--- src/rtl/rrts_pkg.sv ---
`timescale 1ns / 1ps
`default_nettype none
package rrts_pkg;

  localparam int SLOTS_DEF = 16;
  localparam int SLOT_W    = 4;
  localparam int CTX_W     = 32;

  typedef enum logic [1:0] {
    CMD_SPAWN    = 2'd0,
    CMD_START    = 2'd1,
    CMD_SCHEDULE = 2'd2,
    CMD_KILL     = 2'd3
  } cmd_t;

  typedef enum logic [1:0] {
    RC_OK         = 2'd0,
    RC_FULL       = 2'd1,
    RC_NO_READY   = 2'd2,
    RC_NO_CURRENT = 2'd3
  } status_t;

  typedef enum logic [1:0] {
    ST_FREE    = 2'd0,
    ST_READY   = 2'd1,
    ST_RUNNING = 2'd2,
    ST_DYING   = 2'd3
  } slot_state_t;

  typedef enum logic {
    S_IDLE = 1'b0,
    S_BUSY = 1'b1
  } fsm_t;

  typedef struct packed {
    cmd_t              command;
    logic [CTX_W-1:0]  entry_address;
    logic [CTX_W-1:0]  frame_pointer;
  } sched_in_t;

  typedef struct packed {
    logic [SLOT_W-1:0] slot;
    logic [CTX_W-1:0]  context_value;
    logic              fresh;
    status_t           status_code;
  } sched_out_t;

  // decision of the slot table for one command beat
  typedef struct packed {
    status_t rc;
    logic    rd_en;      // context of the picked slot comes from the RAM
    logic    wr_en;      // context write this beat
    logic    fwd;        // read and write hit the same entry
    logic    ctx_entry;  // spawn: result carries the entry address
  } ctl_t;

endpackage
`default_nettype wire

--- src/rtl/round_robin_task_scheduler_top.sv ---
`timescale 1ns / 1ps
`default_nettype none
// Round-robin task-slot scheduler.
// Command channel (cmd_valid/cmd_ready/cmd): one beat is spawn, start,
// schedule or kill. Result channel (res_valid/res_ready/res): exactly one
// beat per command, in command order.
// Slot states live in flip-flops and are searched by priority encoders in
// the accept cycle; saved contexts and fresh flags live in a synchronous
// RAM that is written and read in that same cycle.
// The result beat is built from the registered decision and RAM read data,
// then loaded into the output register. Commands are taken only in S_IDLE,
// so none enters while one is in S_BUSY; a new command is taken as soon as
// the previous result is in the output register, even while that result
// still waits for res_ready. A stalled receiver holds the result; the next
// command then waits in S_BUSY until the output register frees up.
// Reset (rst, synchronous, active high): all slots free, no current task,
// first switch pending, result channel empty. No clearing pass is needed.
module round_robin_task_scheduler_top #(
  parameter int SLOTS = rrts_pkg::SLOTS_DEF
) (
  input  wire logic                 clk,
  input  wire logic                 rst,
  input  wire logic                 cmd_valid,
  output      logic                 cmd_ready,
  input  wire rrts_pkg::sched_in_t  cmd,
  output      logic                 res_valid,
  input  wire logic                 res_ready,
  output      rrts_pkg::sched_out_t res
);

  localparam int IW = $clog2(SLOTS);
  localparam int DW = rrts_pkg::CTX_W + 1;

  rrts_pkg::fsm_t state, state_next;
  rrts_pkg::ctl_t ctl, pend_ctl;
  logic [IW-1:0]  pick_idx, wr_idx, pend_idx;
  logic [rrts_pkg::CTX_W-1:0] pend_ctx;
  logic [DW-1:0]  wdata, rdata;
  logic           accept, load;
  logic [IW+rrts_pkg::SLOT_W-1:0] slot_ext;
  rrts_pkg::sched_out_t res_next;

  assign accept = cmd_valid && cmd_ready;

  rrts_slot_table #(.SLOTS(SLOTS)) u_table (
    .clk      (clk),
    .rst      (rst),
    .accept   (accept),
    .command  (cmd.command),
    .ctl      (ctl),
    .pick_idx (pick_idx),
    .wr_idx   (wr_idx)
  );

  assign wdata = ctl.ctx_entry ? {cmd.entry_address, 1'b1} : {cmd.frame_pointer, 1'b0};

  rrts_ram #(.WIDTH(DW), .DEPTH(SLOTS)) u_ctx_ram (
    .clk   (clk),
    .we    (accept && ctl.wr_en),
    .waddr (wr_idx),
    .wdata (wdata),
    .re    (accept && ctl.rd_en),
    .raddr (pick_idx),
    .rdata (rdata)
  );

  always_ff @(posedge clk) begin
    if (accept) begin
      pend_ctl <= ctl;
      pend_idx <= pick_idx;
      pend_ctx <= ctl.ctx_entry ? cmd.entry_address : cmd.frame_pointer;
    end
  end

  always_ff @(posedge clk) begin
    if (rst) begin
      state <= rrts_pkg::S_IDLE;
    end else begin
      state <= state_next;
    end
  end

  always_comb begin
    state_next = state;
    cmd_ready  = 1'b0;
    load       = 1'b0;
    unique case (state)
      rrts_pkg::S_IDLE: begin
        cmd_ready = 1'b1;
        if (cmd_valid) state_next = rrts_pkg::S_BUSY;
      end
      rrts_pkg::S_BUSY: begin
        load = !res_valid || res_ready;
        if (load) state_next = rrts_pkg::S_IDLE;
      end
      default: state_next = rrts_pkg::S_IDLE;
    endcase
  end

  always_comb begin
    slot_ext = {{rrts_pkg::SLOT_W{1'b0}}, pend_idx};
    res_next = '{status_code: pend_ctl.rc, default: '0};
    if (pend_ctl.rc == rrts_pkg::RC_OK) begin
      res_next.slot = slot_ext[rrts_pkg::SLOT_W-1:0];
      if (pend_ctl.ctx_entry) begin
        res_next.context_value = pend_ctx;
        res_next.fresh         = 1'b1;
      end else if (pend_ctl.fwd) begin
        // old slot picked again: it gets the frame just saved
        res_next.context_value = pend_ctx;
        res_next.fresh         = 1'b0;
      end else if (pend_ctl.rd_en) begin
        res_next.context_value = rdata[DW-1:1];
        res_next.fresh         = rdata[0];
      end
    end
  end

  always_ff @(posedge clk) begin
    if (rst) begin
      res_valid <= 1'b0;
    end else if (load) begin
      res_valid <= 1'b1;
    end else if (res_ready) begin
      res_valid <= 1'b0;
    end
  end

  always_ff @(posedge clk) begin
    if (load) begin
      res <= res_next;
    end
  end

endmodule
`default_nettype wire

--- src/rtl/rrts_ram.sv ---
`timescale 1ns / 1ps
`default_nettype none
module rrts_ram #(
  parameter int WIDTH = 33,
  parameter int DEPTH = 16
) (
  input  wire logic                     clk,
  input  wire logic                     we,
  input  wire logic [$clog2(DEPTH)-1:0] waddr,
  input  wire logic [WIDTH-1:0]         wdata,
  input  wire logic                     re,
  input  wire logic [$clog2(DEPTH)-1:0] raddr,
  output      logic [WIDTH-1:0]         rdata
);

  logic [WIDTH-1:0] mem [DEPTH];

  always_ff @(posedge clk) begin
    if (we) begin
      mem[waddr] <= wdata;
    end
    if (re) begin
      rdata <= mem[raddr];
    end
  end

endmodule
`default_nettype wire

--- src/rtl/rrts_slot_table.sv ---
`timescale 1ns / 1ps
`default_nettype none
module rrts_slot_table #(
  parameter int SLOTS = rrts_pkg::SLOTS_DEF
) (
  input  wire logic                     clk,
  input  wire logic                     rst,
  input  wire logic                     accept,
  input  wire rrts_pkg::cmd_t           command,
  output      rrts_pkg::ctl_t           ctl,
  output      logic [$clog2(SLOTS)-1:0] pick_idx,
  output      logic [$clog2(SLOTS)-1:0] wr_idx
);

  localparam int IW = $clog2(SLOTS);

  rrts_pkg::slot_state_t status [SLOTS];
  logic [IW-1:0]         cur;
  logic                  have;
  logic                  first;

  logic [SLOTS-1:0] free_vec, ready_vec, eff_vec, above_vec;
  logic [IW-1:0]    free_idx, ready_idx, eff_idx, up_idx;
  logic             cur_run;

  always_comb begin
    cur_run = (status[cur] == rrts_pkg::ST_RUNNING);
    for (int i = 0; i < SLOTS; i++) begin
      free_vec[i]  = (status[i] == rrts_pkg::ST_FREE);
      ready_vec[i] = (status[i] == rrts_pkg::ST_READY);
      // old slot counts as ready when running; it comes last in the circle
      eff_vec[i]   = ready_vec[i] | (cur_run && (IW'(i) == cur));
      above_vec[i] = eff_vec[i] && (i > int'(cur));
    end
    free_idx  = '0;
    ready_idx = '0;
    eff_idx   = '0;
    up_idx    = '0;
    for (int i = SLOTS - 1; i >= 0; i--) begin
      if (free_vec[i])  free_idx  = IW'(i);
      if (ready_vec[i]) ready_idx = IW'(i);
      if (eff_vec[i])   eff_idx   = IW'(i);
      if (above_vec[i]) up_idx    = IW'(i);
    end
  end

  always_comb begin
    ctl      = '{rc: rrts_pkg::RC_OK, default: 1'b0};
    pick_idx = '0;
    wr_idx   = cur;
    unique case (command)
      rrts_pkg::CMD_SPAWN: begin
        if (|free_vec) begin
          pick_idx      = free_idx;
          wr_idx        = free_idx;
          ctl.wr_en     = 1'b1;
          ctl.ctx_entry = 1'b1;
        end else begin
          ctl.rc = rrts_pkg::RC_FULL;
        end
      end
      rrts_pkg::CMD_START: begin
        if (|ready_vec) begin
          pick_idx  = ready_idx;
          ctl.rd_en = 1'b1;
        end else begin
          ctl.rc = rrts_pkg::RC_NO_READY;
        end
      end
      rrts_pkg::CMD_SCHEDULE: begin
        if (!have) begin
          ctl.rc = rrts_pkg::RC_NO_CURRENT;
        end else if (!(|eff_vec)) begin
          ctl.rc = rrts_pkg::RC_NO_READY;
        end else begin
          pick_idx  = (|above_vec) ? up_idx : eff_idx;
          ctl.rd_en = 1'b1;
          ctl.wr_en = !first;
          ctl.fwd   = !first && (pick_idx == cur);
        end
      end
      rrts_pkg::CMD_KILL: begin
        if (!have) begin
          ctl.rc = rrts_pkg::RC_NO_CURRENT;
        end else begin
          pick_idx = cur;
        end
      end
      default: ctl.rc = rrts_pkg::RC_OK;
    endcase
  end

  always_ff @(posedge clk) begin
    if (rst) begin
      for (int i = 0; i < SLOTS; i++) begin
        status[i] <= rrts_pkg::ST_FREE;
      end
      cur   <= '0;
      have  <= 1'b0;
      first <= 1'b1;
    end else if (accept && ctl.rc == rrts_pkg::RC_OK) begin
      unique case (command)
        rrts_pkg::CMD_SPAWN: begin
          status[pick_idx] <= rrts_pkg::ST_READY;
        end
        rrts_pkg::CMD_START: begin
          if (have && cur_run) status[cur] <= rrts_pkg::ST_READY;
          status[pick_idx] <= rrts_pkg::ST_RUNNING;
          cur  <= pick_idx;
          have <= 1'b1;
        end
        rrts_pkg::CMD_SCHEDULE: begin
          // old slot picked again just stays running
          if (cur_run && pick_idx != cur) status[cur] <= rrts_pkg::ST_READY;
          status[pick_idx] <= rrts_pkg::ST_RUNNING;
          cur   <= pick_idx;
          first <= 1'b0;
        end
        rrts_pkg::CMD_KILL: begin
          status[cur] <= rrts_pkg::ST_DYING;
        end
        default: cur <= cur;
      endcase
    end
  end

endmodule
`default_nettype wire

--- config.mk ---
export PLATFORM = sky130hd
export DESIGN_NAME = round_robin_task_scheduler_top
export DESIGN_NICKNAME = d
export VERILOG_FILES = /design/src/rtl/rrts_pkg.sv /design/src/rtl/round_robin_task_scheduler_top.sv /design/src/rtl/rrts_ram.sv /design/src/rtl/rrts_slot_table.sv
export SDC_FILE = /design/constraint.sdc
export NUM_CORES = 1
export LEC_CHECK = 0
export BUFFER_PORTS_ARGS = -buffer_cell sky130_fd_sc_hd__buf_2
export CORE_MARGIN = 3
export CORE_UTILIZATION = 40
export DETAILED_ROUTE_END_ITERATION = 8
export SLEW_MARGIN = 20
export SYNTH_ARGS = -nofsm -noshare
export SYNTH_HDL_FRONTEND = slang
export SYNTH_HIERARCHICAL = 1
export SYNTH_SLANG_ARGS = --single-unit
--- constraint.sdc ---
create_clock -name clk -period 7.1 [get_ports clk]
set_input_delay 1.775 -clock clk [delete_from_list [all_inputs] [get_ports clk]]
set_output_delay 1.775 -clock clk [all_outputs]
set_load 0.005 [all_outputs]
==> results of run 1 <==
worst max path at each step:
stage,from,cells past startpoint,end,slack [ns]
CTS,u_table/cur[2],13,u_ctx_ram/rdata[5],1.51
global route,u_table/cur[2],13,u_ctx_ram/rdata[5],1.03
finish,u_table/cur[2],13,u_ctx_ram/rdata[5],1.44
floorplan,cmd_valid,4,u_ctx_ram/mem[12][0],0.15
global placement,cmd[65],13,u_ctx_ram/rdata[26],1.42
detailed placement,cmd[65],13,u_ctx_ram/rdata[5],1.23
state kept, by name, indices dropped and copies added, names as in the netlist, named ones only:
name             cells
u_table/status      32
u_ctx_ram/rdata     33
pend_ctl             5
u_table/have         1
state                1
pend_idx             4
pend_ctx            32
res                 39
res_valid            1
u_table/first        1
u_ctx_ram/mem      528
u_table/cur          4
metal layers:
layer,GRT usage,part of all wire
met5,0,0
met1,0.284,0.42
met3,0.0346,0.075
met2,0.315,0.48
met4,0.0582,0.027
logic make-up (layout without fill, tap and decap cells):
kind of cell	count (synthesis)	count (layout)	synth area share
muxes	172	172	0.122
buffers and inverters	123	308	0.0266
adders and majority gates	5	5	0.00216
AOI/OAI and AO/OA	334	334	0.0793
and+or+nand+nor	347	347	0.0687
xor gates and xnor gates	7	7	0.00211
DFF	685	685	0.699
power groups by stage:
stage | clock network (mW) | logic (mW) | registers [mW]
floorplan | 0 | 0.419 | 4.62
global placement | 0 | 0.598 | 4.63
detailed placement | 0 | 0.606 | 4.63
CTS | 3.91 | 0.609 | 4.55
global route | 4.08 | 0.651 | 4.55
finish | 3.83 | 0.602 | 4.55
area by class of cell:
type	count	area [um2]	share of cell area
Sequential cell	685	20300	0.613
Multi-Input combinational cell	865	8130	0.246
Clock buffer	86	1940	0.0586
Tap cell	950	1190	0.0359
Timing Repair Buffer	162	991	0.0300
Clock inverter	45	482	0.0146
Inverter	15	58.8	0.00178
stage by stage:
stage                util  power [mW]  cells
finish              0.461        8.98   2808
floorplan               -        5.04   1673
detailed placement  0.427        5.24   2677
CTS                 0.461        9.07   2808
global route        0.461        9.28   2808
global placement    0.427        5.23   2677
worst register-to-register path, cell delays in order (launching register included):
cell	delay [ns]
dfxtp_1	0.74
nand4_1	0.50
a22oi_1	0.51
nand4b_1	0.27
nor4_1	0.38
o311a_1	0.23
o21ai_1	0.11
o211ai_1	0.36
nand2_1	0.49
inv_4	0.69
buf_4	0.47
mux4_2	0.38
a22oi_1	0.23
nand2_1	0.08
cells in the mapped netlist, drive strengths merged, types with 6 or more instances:
library cell	instances	area, um2
o211ai	17	128
o221ai	12	111
edfxtp	657	19700
o21ai	76	399
a31oi	10	62.6
mux2	32	398
dfxtp	28	561
nand2b	26	163
mux4	134	3090
nor2	66	248
nand4	8	50.1
a22oi	71	538
nor2b	29	181
mux2i	6	60.1
clkbuf	43	161
a21oi	57	300
buf	65	556
and2	11	71.3
nand4bb	32	360
nand3	22	110
o22ai	31	194
a211oi	7	52.6
nor4	10	68.8
inv	14	52.6
nor3	16	80.1
nand2	87	329
nand3b	8	60.1
cell usage in the layout (no fill, tap or decap), drive strengths merged, types with 11 or more instances in the layout:
cell type  netlist  final
nand3           22     22
mux4           134    134
nor3            16     16
and2            11     11
inv             14     19
nor2            66     66
o21ai           76     76
clkinv           1     24
nand2           87     87
a21oi           57     57
a22oi           71     71
mux2            32     32
clkbuf          43     86
edfxtp         657    657
dfxtp           28     28
o211ai          17     17
nor2b           29     29
buf             65    162
o221ai          12     12
nand4bb         32     32
o22ai           31     31
nand2b          26     26
==> results.sh, run 1 <==
export IMPL_reg2reg_to="u_ctx_ram/rdata[5]"
export IMPL_synth_edf_count=657
export IMPL_seq_power_share=0.506
export IMPL_die_area_mm2=0.0758
export IMPL_crit_family="simple AND/OR/NAND/NOR gates"
export IMPL_worstReg2RegStart="u_table/cur[2]"
export IMPL_grt_antenna_before_repair=0
export IMPL_cts_buffer_depth=3
export IMPL_grt_usage=0.199
export IMPL_ant_nets=0
export IMPL_swShare=0.221
export IMPL_layout_setup_ws_ns=1.44
export IMPL_portBuffers=110
export IMPL_p_leak_nw=10.5
export IMPL_dpl_instance_area_mm2=0.0307
export IMPL_setup_violations_final=0
export IMPL_synthesis_area_mm2=0.0290
export IMPL_syn_inst=1673
export IMPL_ys_async_sr_fraction=0
export IMPL_postSynthAreaPerCell_um2=17.4
export IMPL_switchingPower_mw=1.98
export IMPL_power_internal_mw=7.00
export IMPL_area_delta_synth_final_pct=13.9
export IMPL_nFillCells=6117
export IMPL_cp_data_required_time_ns=7.45
export IMPL_clock_latency_ns=0.62
export IMPL_fp_coreArea_mm2=0.0717
export IMPL_post_route_min_period_ns=5.66
export IMPL_pwr_share_comb=0.067
export IMPL_clkTransAtPathRegs_ns=0.06
export IMPL_drt_total_wl_um=75300
export IMPL_synth_warnings=6
export IMPL_rows=98
export IMPL_fin_hold_ws_ns=0.468
export IMPL_ios=111
export IMPL_grt_max_degree=109
export IMPL_hold_viol_final=0
export IMPL_tightest_slew_ns=1.13
export IMPL_numCtsBuffers=74
export IMPL_gp_congestion=0.956
export IMPL_grt_pass1_vias=16700
export IMPL_cts_max_level=3
export IMPL_yosys_register_bits=685
export IMPL_pre_cts_ws_ns=1.23
export IMPL_root_buffer="clkbuf_16"
export IMPL_hold_path_startpoint="pend_ctl[5]"
export IMPL_path_max_fanout=39
export IMPL_rsz0062_at_grt="no"
export IMPL_synth_yosys_seq_area_share=0.699
export IMPL_postCtsHoldBufs=0
export IMPL_holdPathEnd="res[1]"
export IMPL_relSlewSlack=0.245
export IMPL_vias_per_cell=5.93
export IMPL_critPathSlowestCell="dfxtp_1"
export IMPL_period_share=0.797
export IMPL_crit_buf_inv=2
export IMPL_worstPathCellList="nand4_1 > a22oi_1 > nand4b_1 > nor4_1 > o311a_1 > o21ai_1 > o211ai_1 > nand2_1 > inv_4 > buf_4 > mux4_2 > a22oi_1 > nand2_1"
export IMPL_fin_skew_ns=0.0335
export IMPL_fin_area_mm2=0.0331
export IMPL_drive_above_1_share=0.246
export IMPL_routedWlPerCell_um=26.8
export IMPL_dp_hpwl_um=43000
export IMPL_diodes=0
export IMPL_first_pass_iters=6
export IMPL_timing_fmax_mhz=177
export IMPL_min_path_type="register to register"
export IMPL_start_kind="register"
export IMPL_arrival_ns=6.01
export IMPL_nets=1878
export IMPL_clockPowerShare=0.427
export IMPL_ctsResizeCount=0
export IMPL_dr_first_iter_drc_count=1824
export IMPL_slowest_delay_ns=0.74
export IMPL_initial_core_util=0.405
export IMPL_path_class="register to register"
export IMPL_cp_end_kind="register"
export IMPL_maxCapViolCount=0
export IMPL_setup_tns_ns=0
export IMPL_die_y_um=275
export IMPL_post_route_drc_count=0
export IMPL_peakVddDrop_uv=194
export IMPL_cts_sinks=685
export IMPL_slew_viol_final=0
export IMPL_cts_tree="done"
export IMPL_post_cts_setup_buffers=0
export IMPL_p_per_area_mw_per_mm2=271
export IMPL_whs_path_depth=0
export IMPL_r2r_cells=13
export IMPL_dr_total_vias=16700
export IMPL_syn_nets=1748
export IMPL_synthDistinctLibCells=93
export IMPL_grt_overflow_total=0
export IMPL_outcome="completed"
export IMPL_die_w_um=275
export IMPL_r2r_setup_slack_ns=1.44
export IMPL_grt_first_pass_wirelength_um=110000
export IMPL_synthFlopType="edfxtp_1"
(Power assumes the default switching activity.)
==> run 2: changes to the inputs <==
==> constraint.sdc (replaced) <==
create_clock -name clk -period 4.75 [get_ports clk]
set_input_delay 1.1875 -clock clk [delete_from_list [all_inputs] [get_ports clk]]
set_output_delay 1.1875 -clock clk [all_outputs]
set_load 0.005 [all_outputs]
==> results.sh, run 2 (synthesis gave the netlist of run 1 again) <==
export IMPL_timing_fmax_mhz=227
export IMPL_initial_core_util=0.405
export IMPL_wl_met1_um=33100
export IMPL_rsz0062_at_grt="no"
export IMPL_hold_viol_final=0
export IMPL_area_delta_synth_final_pct=17.1
export IMPL_setup_tns_ns=0
export IMPL_pre_cts_ws_ns=0.101
export IMPL_tightest_slew_ns=0.951
export IMPL_worstPathCellList="nor2b_1 > or4_1 > or4b_1 > nand2_1 > a211oi_2 > a311oi_1 > a21oi_1 > nand2_1 > inv_4 > buf_4 > mux4_2 > a22oi_1 > nand2_1"
export IMPL_fp_coreArea_mm2=0.0717
export IMPL_grt_usage=0.200
export IMPL_ant_nets=0
export IMPL_cts_tree="done"
export IMPL_dp_hpwl_um=45000
export IMPL_drt_total_wl_um=75900
export IMPL_die_y_um=275
export IMPL_crit_end="u_ctx_ram/rdata[7]"
export IMPL_first_pass_iters=6
export IMPL_outcome="completed"
export IMPL_peakVddDrop_uv=243
export IMPL_seq_power_share=0.506
export IMPL_cp_data_required_time_ns=5.11
export IMPL_path_class="register to register"
export IMPL_vias_per_cell=5.84
export IMPL_path_max_fanout=12
export IMPL_switchingPower_mw=3.01
export IMPL_cpMostUsedCell="nand2_1"
export IMPL_cts_buffer_depth=3
export IMPL_clockPowerShare=0.422
export IMPL_p_leak_nw=11.0
export IMPL_period_share=0.927
export IMPL_portBuffers=110
export IMPL_critPathSlowestCell="dfxtp_1"
export IMPL_fin_skew_ns=0.0263
export IMPL_routedWlPerCell_um=26.4
export IMPL_slowest_delay_ns=0.48
export IMPL_r2r_cells=13
export IMPL_power_internal_mw=10.4
export IMPL_post_route_min_period_ns=4.40
export IMPL_maxCapViolCount=0
export IMPL_clock_latency_ns=0.62
export IMPL_crit_buf_inv=2
export IMPL_worstReg2RegStart="u_table/status[15][0]"
export IMPL_slew_viol_final=0
export IMPL_grt_max_degree=66
export IMPL_cp_end_kind="register"
export IMPL_wl_met2_um=35200
export IMPL_relSlewSlack=0.362
export IMPL_mostFrequentLayoutCell="edfxtp_1"
export IMPL_dr_max_layer_used="met4"
export IMPL_grt_antenna_before_repair=0
export IMPL_r2r_setup_slack_ns=0.35
export IMPL_cts_max_level=3
export IMPL_die_area_mm2=0.0758
export IMPL_pwr_share_comb=0.072
export IMPL_layout_common_cells="edfxtp_1, mux4_2, buf_2, nand2_1, buf_4"
export IMPL_largest_registers="u_ctx_ram/mem: 528 flops, res: 39 flops, u_ctx_ram/rdata: 33 flops"
export IMPL_cp_depth=13
export IMPL_min_path_type="register to register"
export IMPL_post_route_drc_count=0
export IMPL_swShare=0.224
export IMPL_dr_first_iter_drc_count=1654
export IMPL_ios=111
export IMPL_crit_family="simple AND/OR/NAND/NOR gates"
export IMPL_diodes=0
export IMPL_die_w_um=275
export IMPL_rows=98
export IMPL_arrival_ns=4.76
export IMPL_largest_reg_flops=528
export IMPL_clkTransAtPathRegs_ns=0.06
export IMPL_root_buffer="clkbuf_16"
export IMPL_top_register="u_ctx_ram/mem"
export IMPL_dr_total_vias=16800
export IMPL_grt_pass1_vias=16700
export IMPL_reg2reg_to="u_ctx_ram/rdata[7]"
export IMPL_grt_overflow_total=0
export IMPL_route_met3_wl_um=5870
export IMPL_gp_congestion=0.952
export IMPL_startpoint="u_table/status[15][0]"
export IMPL_setup_violations_final=0
export IMPL_nets=1945
export IMPL_layout_setup_ws_ns=0.348
export IMPL_grt_first_pass_wirelength_um=111000
export IMPL_drive_above_1_share=0.269
export IMPL_cts_sinks=685
export IMPL_p_per_area_mw_per_mm2=395
export IMPL_start_kind="register"
export IMPL_numCtsBuffers=74
[run 2: cell count changes in the layout (fill, tap and decap cells not counted), sizes merged]
cell,change
buf,+67
bufinv,-2
clkbuf,+4
clkinv,+6
clkinvlp,-6
inv,+1
[run 2: worst reg2reg max path, cell delays in order, from the launching register on]
cell	delay, ns
dfxtp_1	0.48
nor2b_1	0.48
or4_1	0.30
or4b_1	0.34
nand2_1	0.19
a211oi_2	0.37
a311oi_1	0.14
a21oi_1	0.44
nand2_1	0.21
inv_4	0.25
buf_4	0.29
mux4_2	0.33
a22oi_1	0.23
nand2_1	0.10
[run 2: timing repair]
| item | 4_1_cts | 5_1_grt |
|---|---|---|
| hold buffers | 0 | 0 |
| endpoints found under the hold margin | 0 | 0 |
| gates resized for setup | 0 | 2 |
| buffers inserted | 0 | 0 |
| setup endpoints to repair | 0 | 22 |
[run 2: final cells by class]
type                       count  area, um2
fill                        6065      37700
sequential                   685      20300
multi-input combinational    865       8150
clock buffer                  90       1940
timing repair buffer         229       1890
tap                          950       1190
clock inverter                44        465
inverter                      15       58.8
[run 2: through the flow]
stage | total power [mW] | instances | utilization | area (um2) | hold WS, ns
2_1_floorplan | 7.53 | 1673 | - | 29100 | 0.442
5_1_grt | 13.9 | 2878 | 0.474 | 34000 | 0.489
4_1_cts | 13.6 | 2878 | 0.474 | 34000 | 0.473
3_3_place_gp | 7.88 | 2744 | 0.440 | 31600 | 0.466
6_report | 13.4 | 2878 | 0.474 | 34000 | 0.476
3_5_place_dp | 7.90 | 2744 | 0.440 | 31600 | 0.459
[run 2: power by group through the flow]
stage	clock (mW)	sequential, mW	combinational, mW
after detailed placement	0	6.92	0.973
final	5.66	6.80	0.971
after global placement	0	6.92	0.958
after floorplan	0	6.91	0.626
after CTS	5.79	6.80	0.977
after global routing	6.04	6.80	1.05
[run 2: routing by layer]
metal	track usage	vias to the layer above
met5	0	-
met4	0.0606	0
met3	0.0382	117
met2	0.310	756
met1	0.287	8643
li1	-	7294
[run 2: worst min path at each step]
stage                      from      to  slack, ns  cells after the start
floorplan           pend_ctl[5]  res[1]       0.44                      0
finish              pend_ctl[4]  res[0]       0.48                      0
detailed placement  pend_ctl[5]  res[1]       0.46                      0
global placement    pend_ctl[4]  res[0]       0.47                      0
CTS                 pend_ctl[5]  res[1]       0.47                      0
global route        pend_ctl[5]  res[1]       0.49                      0
==> run 3: changes to the inputs <==
--- a/config.mk
+++ b/config.mk
@@ -6,7 +6,7 @@
 export NUM_CORES = 1
 export LEC_CHECK = 0
 export BUFFER_PORTS_ARGS = -buffer_cell sky130_fd_sc_hd__buf_2
-export CORE_MARGIN = 3
+export CORE_MARGIN = 5
 export CORE_UTILIZATION = 40
 export DETAILED_ROUTE_END_ITERATION = 8
 export SLEW_MARGIN = 20
==> results.sh, run 3 (synthesis gave the netlist of run 1 again) <==
export IMPL_routedWlPerCell_um=27.0
export IMPL_rsz0062_at_grt="no"
export IMPL_largest_reg_flops=528
export IMPL_ios=111
export IMPL_dp_cells=2737
export IMPL_grt_first_pass_wirelength_um=113000
export IMPL_cts_sinks=685
export IMPL_top_register="u_ctx_ram/mem"
export IMPL_ctsResizeCount=0
export IMPL_clock_latency_ns=0.61
export IMPL_gp_congestion=0.898
export IMPL_slew_viol_final=0
export IMPL_drive_above_1_share=0.264
export IMPL_cts_tree="done"
export IMPL_p_per_area_mw_per_mm2=395
export IMPL_power_internal_mw=10.4
export IMPL_post_route_drc_count=0
export IMPL_cp_data_required_time_ns=5.11
export IMPL_dr_total_vias=16800
export IMPL_cts_max_level=3
export IMPL_finalPower_mw=13.3
export IMPL_timing_fmax_mhz=224
export IMPL_fp_coreArea_mm2=0.0717
export IMPL_clockPowerShare=0.419
export IMPL_path_max_fanout=22
export IMPL_nets=1936
export IMPL_cts_buffer_depth=3
export IMPL_layout_common_cells="edfxtp_1, mux4_2, buf_2, nand2_1, buf_4"
export IMPL_outcome="completed"
export IMPL_dpl_instance_area_mm2=0.0315
export IMPL_p_leak_nw=10.9
export IMPL_first_pass_iters=5
export IMPL_r2r_cells=14
export IMPL_relSlewSlack=0.232
export IMPL_drt_total_wl_um=77300
export IMPL_arrival_ns=4.83
export IMPL_cp_end_kind="register"
export IMPL_root_buffer="clkbuf_16"
export IMPL_fin_hold_ws_ns=0.472
export IMPL_seq_power_share=0.509
export IMPL_r2r_setup_slack_ns=0.28
export IMPL_diodes=0
export IMPL_ant_nets=0
export IMPL_grt_antenna_before_repair=1
export IMPL_swShare=0.220
export IMPL_tightest_slew_ns=1.15
export IMPL_finalNonFillerCells=2864
export IMPL_area_delta_synth_final_pct=16.4
export IMPL_maxCapViolCount=0
export IMPL_die_y_um=279
export IMPL_grt_max_degree=43
export IMPL_mostFrequentLayoutCell="edfxtp_1"
export IMPL_worstReg2RegStart="u_table/cur[1]"
export IMPL_hold_viol_final=0
export IMPL_post_cts_setup_buffers=0
export IMPL_grt_overflow_total=0
export IMPL_pwr_share_comb=0.072
export IMPL_portBuffers=110
export IMPL_min_path_type="register to register"
export IMPL_dr_first_iter_drc_count=1724
export IMPL_startpoint="u_table/cur[1]"
export IMPL_period_share=0.941
export IMPL_fin_area_mm2=0.0338
export IMPL_grt_usage=0.195
export IMPL_vias_per_cell=5.86
export IMPL_setup_violations_final=0
export IMPL_path_class="register to register"
export IMPL_initial_core_util=0.405
export IMPL_peakVddDrop_uv=290
export IMPL_grt_pass1_vias=16900
export IMPL_clkTransAtPathRegs_ns=0.06
export IMPL_reg2reg_to="u_ctx_ram/rdata[29]"
export IMPL_largest_registers="u_ctx_ram/mem: 528 flops, res: 39 flops, u_ctx_ram/rdata: 33 flops"
export IMPL_postCtsHoldBufs=0
export IMPL_switchingPower_mw=2.93
export IMPL_post_route_min_period_ns=4.47
export IMPL_die_w_um=279
export IMPL_start_kind="register"
export IMPL_dp_hpwl_um=45600
export IMPL_numCtsBuffers=72
export IMPL_fin_skew_ns=0.0237
export IMPL_die_area_mm2=0.0781
export IMPL_crit_end="u_ctx_ram/rdata[29]"
export IMPL_rows=98
-- run 3: changes by cell type in the layout (fill, tap and decap cells not counted), sizes merged --
| cell | change |
|---|---|
| clkinv | -7 |
| bufinv | +2 |
| buf | -7 |
| clkinvlp | -1 |
| clkbuf | +1 |
| inv | -2 |
-- run 3: power by group through the flow --
| stage | clock network [mW] | logic (mW) | registers, mW |
|---|---|---|---|
| CTS | 5.70 | 0.971 | 6.80 |
| floorplan | 0 | 0.626 | 6.91 |
| detailed placement | 0 | 0.968 | 6.92 |
| global placement | 0 | 0.952 | 6.92 |
| global route | 5.95 | 1.04 | 6.80 |
| finish | 5.59 | 0.962 | 6.80 |
-- run 3: final cells by class --
cell class	instances	area (um2)
inverter	15	58.8
fill	6080	37900
multi-input combinational	865	8150
sequential	685	20300
timing repair buffer	222	1770
clock inverter	36	439
tap	950	1190
clock buffer	91	1890
-- run 3: routing by layer --
| metal | vias up | wire length, um | track usage |
|---|---|---|---|
| li1 | 7274 | - | - |
| met1 | 8648 | 33000 | 0.281 |
| met2 | 764 | 36600 | 0.313 |
| met3 | 111 | 5920 | 0.0289 |
| met4 | 0 | 1730 | 0.0520 |
| met5 | - | 0 | 0 |
-- run 3: worst min-delay path by stage --
stage	start	to	slack [ns]	cells after the start
2_1_floorplan	pend_ctl[5]	res[1]	0.44	0
3_3_place_gp	pend_ctl[4]	res[0]	0.45	0
3_5_place_dp	pend_ctl[5]	res[1]	0.46	0
4_1_cts	pend_ctl[5]	res[1]	0.47	0
5_1_grt	pend_ctl[5]	res[1]	0.50	0
6_report	pend_ctl[5]	res[1]	0.47	0
-- run 3: critical path: stages, from the launching register on --
cell       delay, ns
dfxtp_1         0.94
o211ai_1        0.23
a2bb2oi_1       0.37
nand4b_1        0.21
nor3_1          0.32
nand4_1         0.13
a31oi_1         0.16
a31oi_1         0.15
buf_4           0.18
o21ai_4         0.20
buf_12          0.24
buf_12          0.22
mux4_2          0.53
a22oi_1         0.22
nand2_1         0.07
-- run 3: through the flow --
| step | utilization | setup TNS, ns | worst slack [ns] |
|---|---|---|---|
| after CTS | 0.471 | 0 | 0.304 |
| after floorplan | - | -28.14 | -0.240 |
| after global routing | 0.471 | 0 | 0.0174 |
| after detailed placement | 0.438 | 0 | 0.197 |
| final | 0.471 | 0 | 0.282 |
| after global placement | 0.438 | 0 | 0.204 |
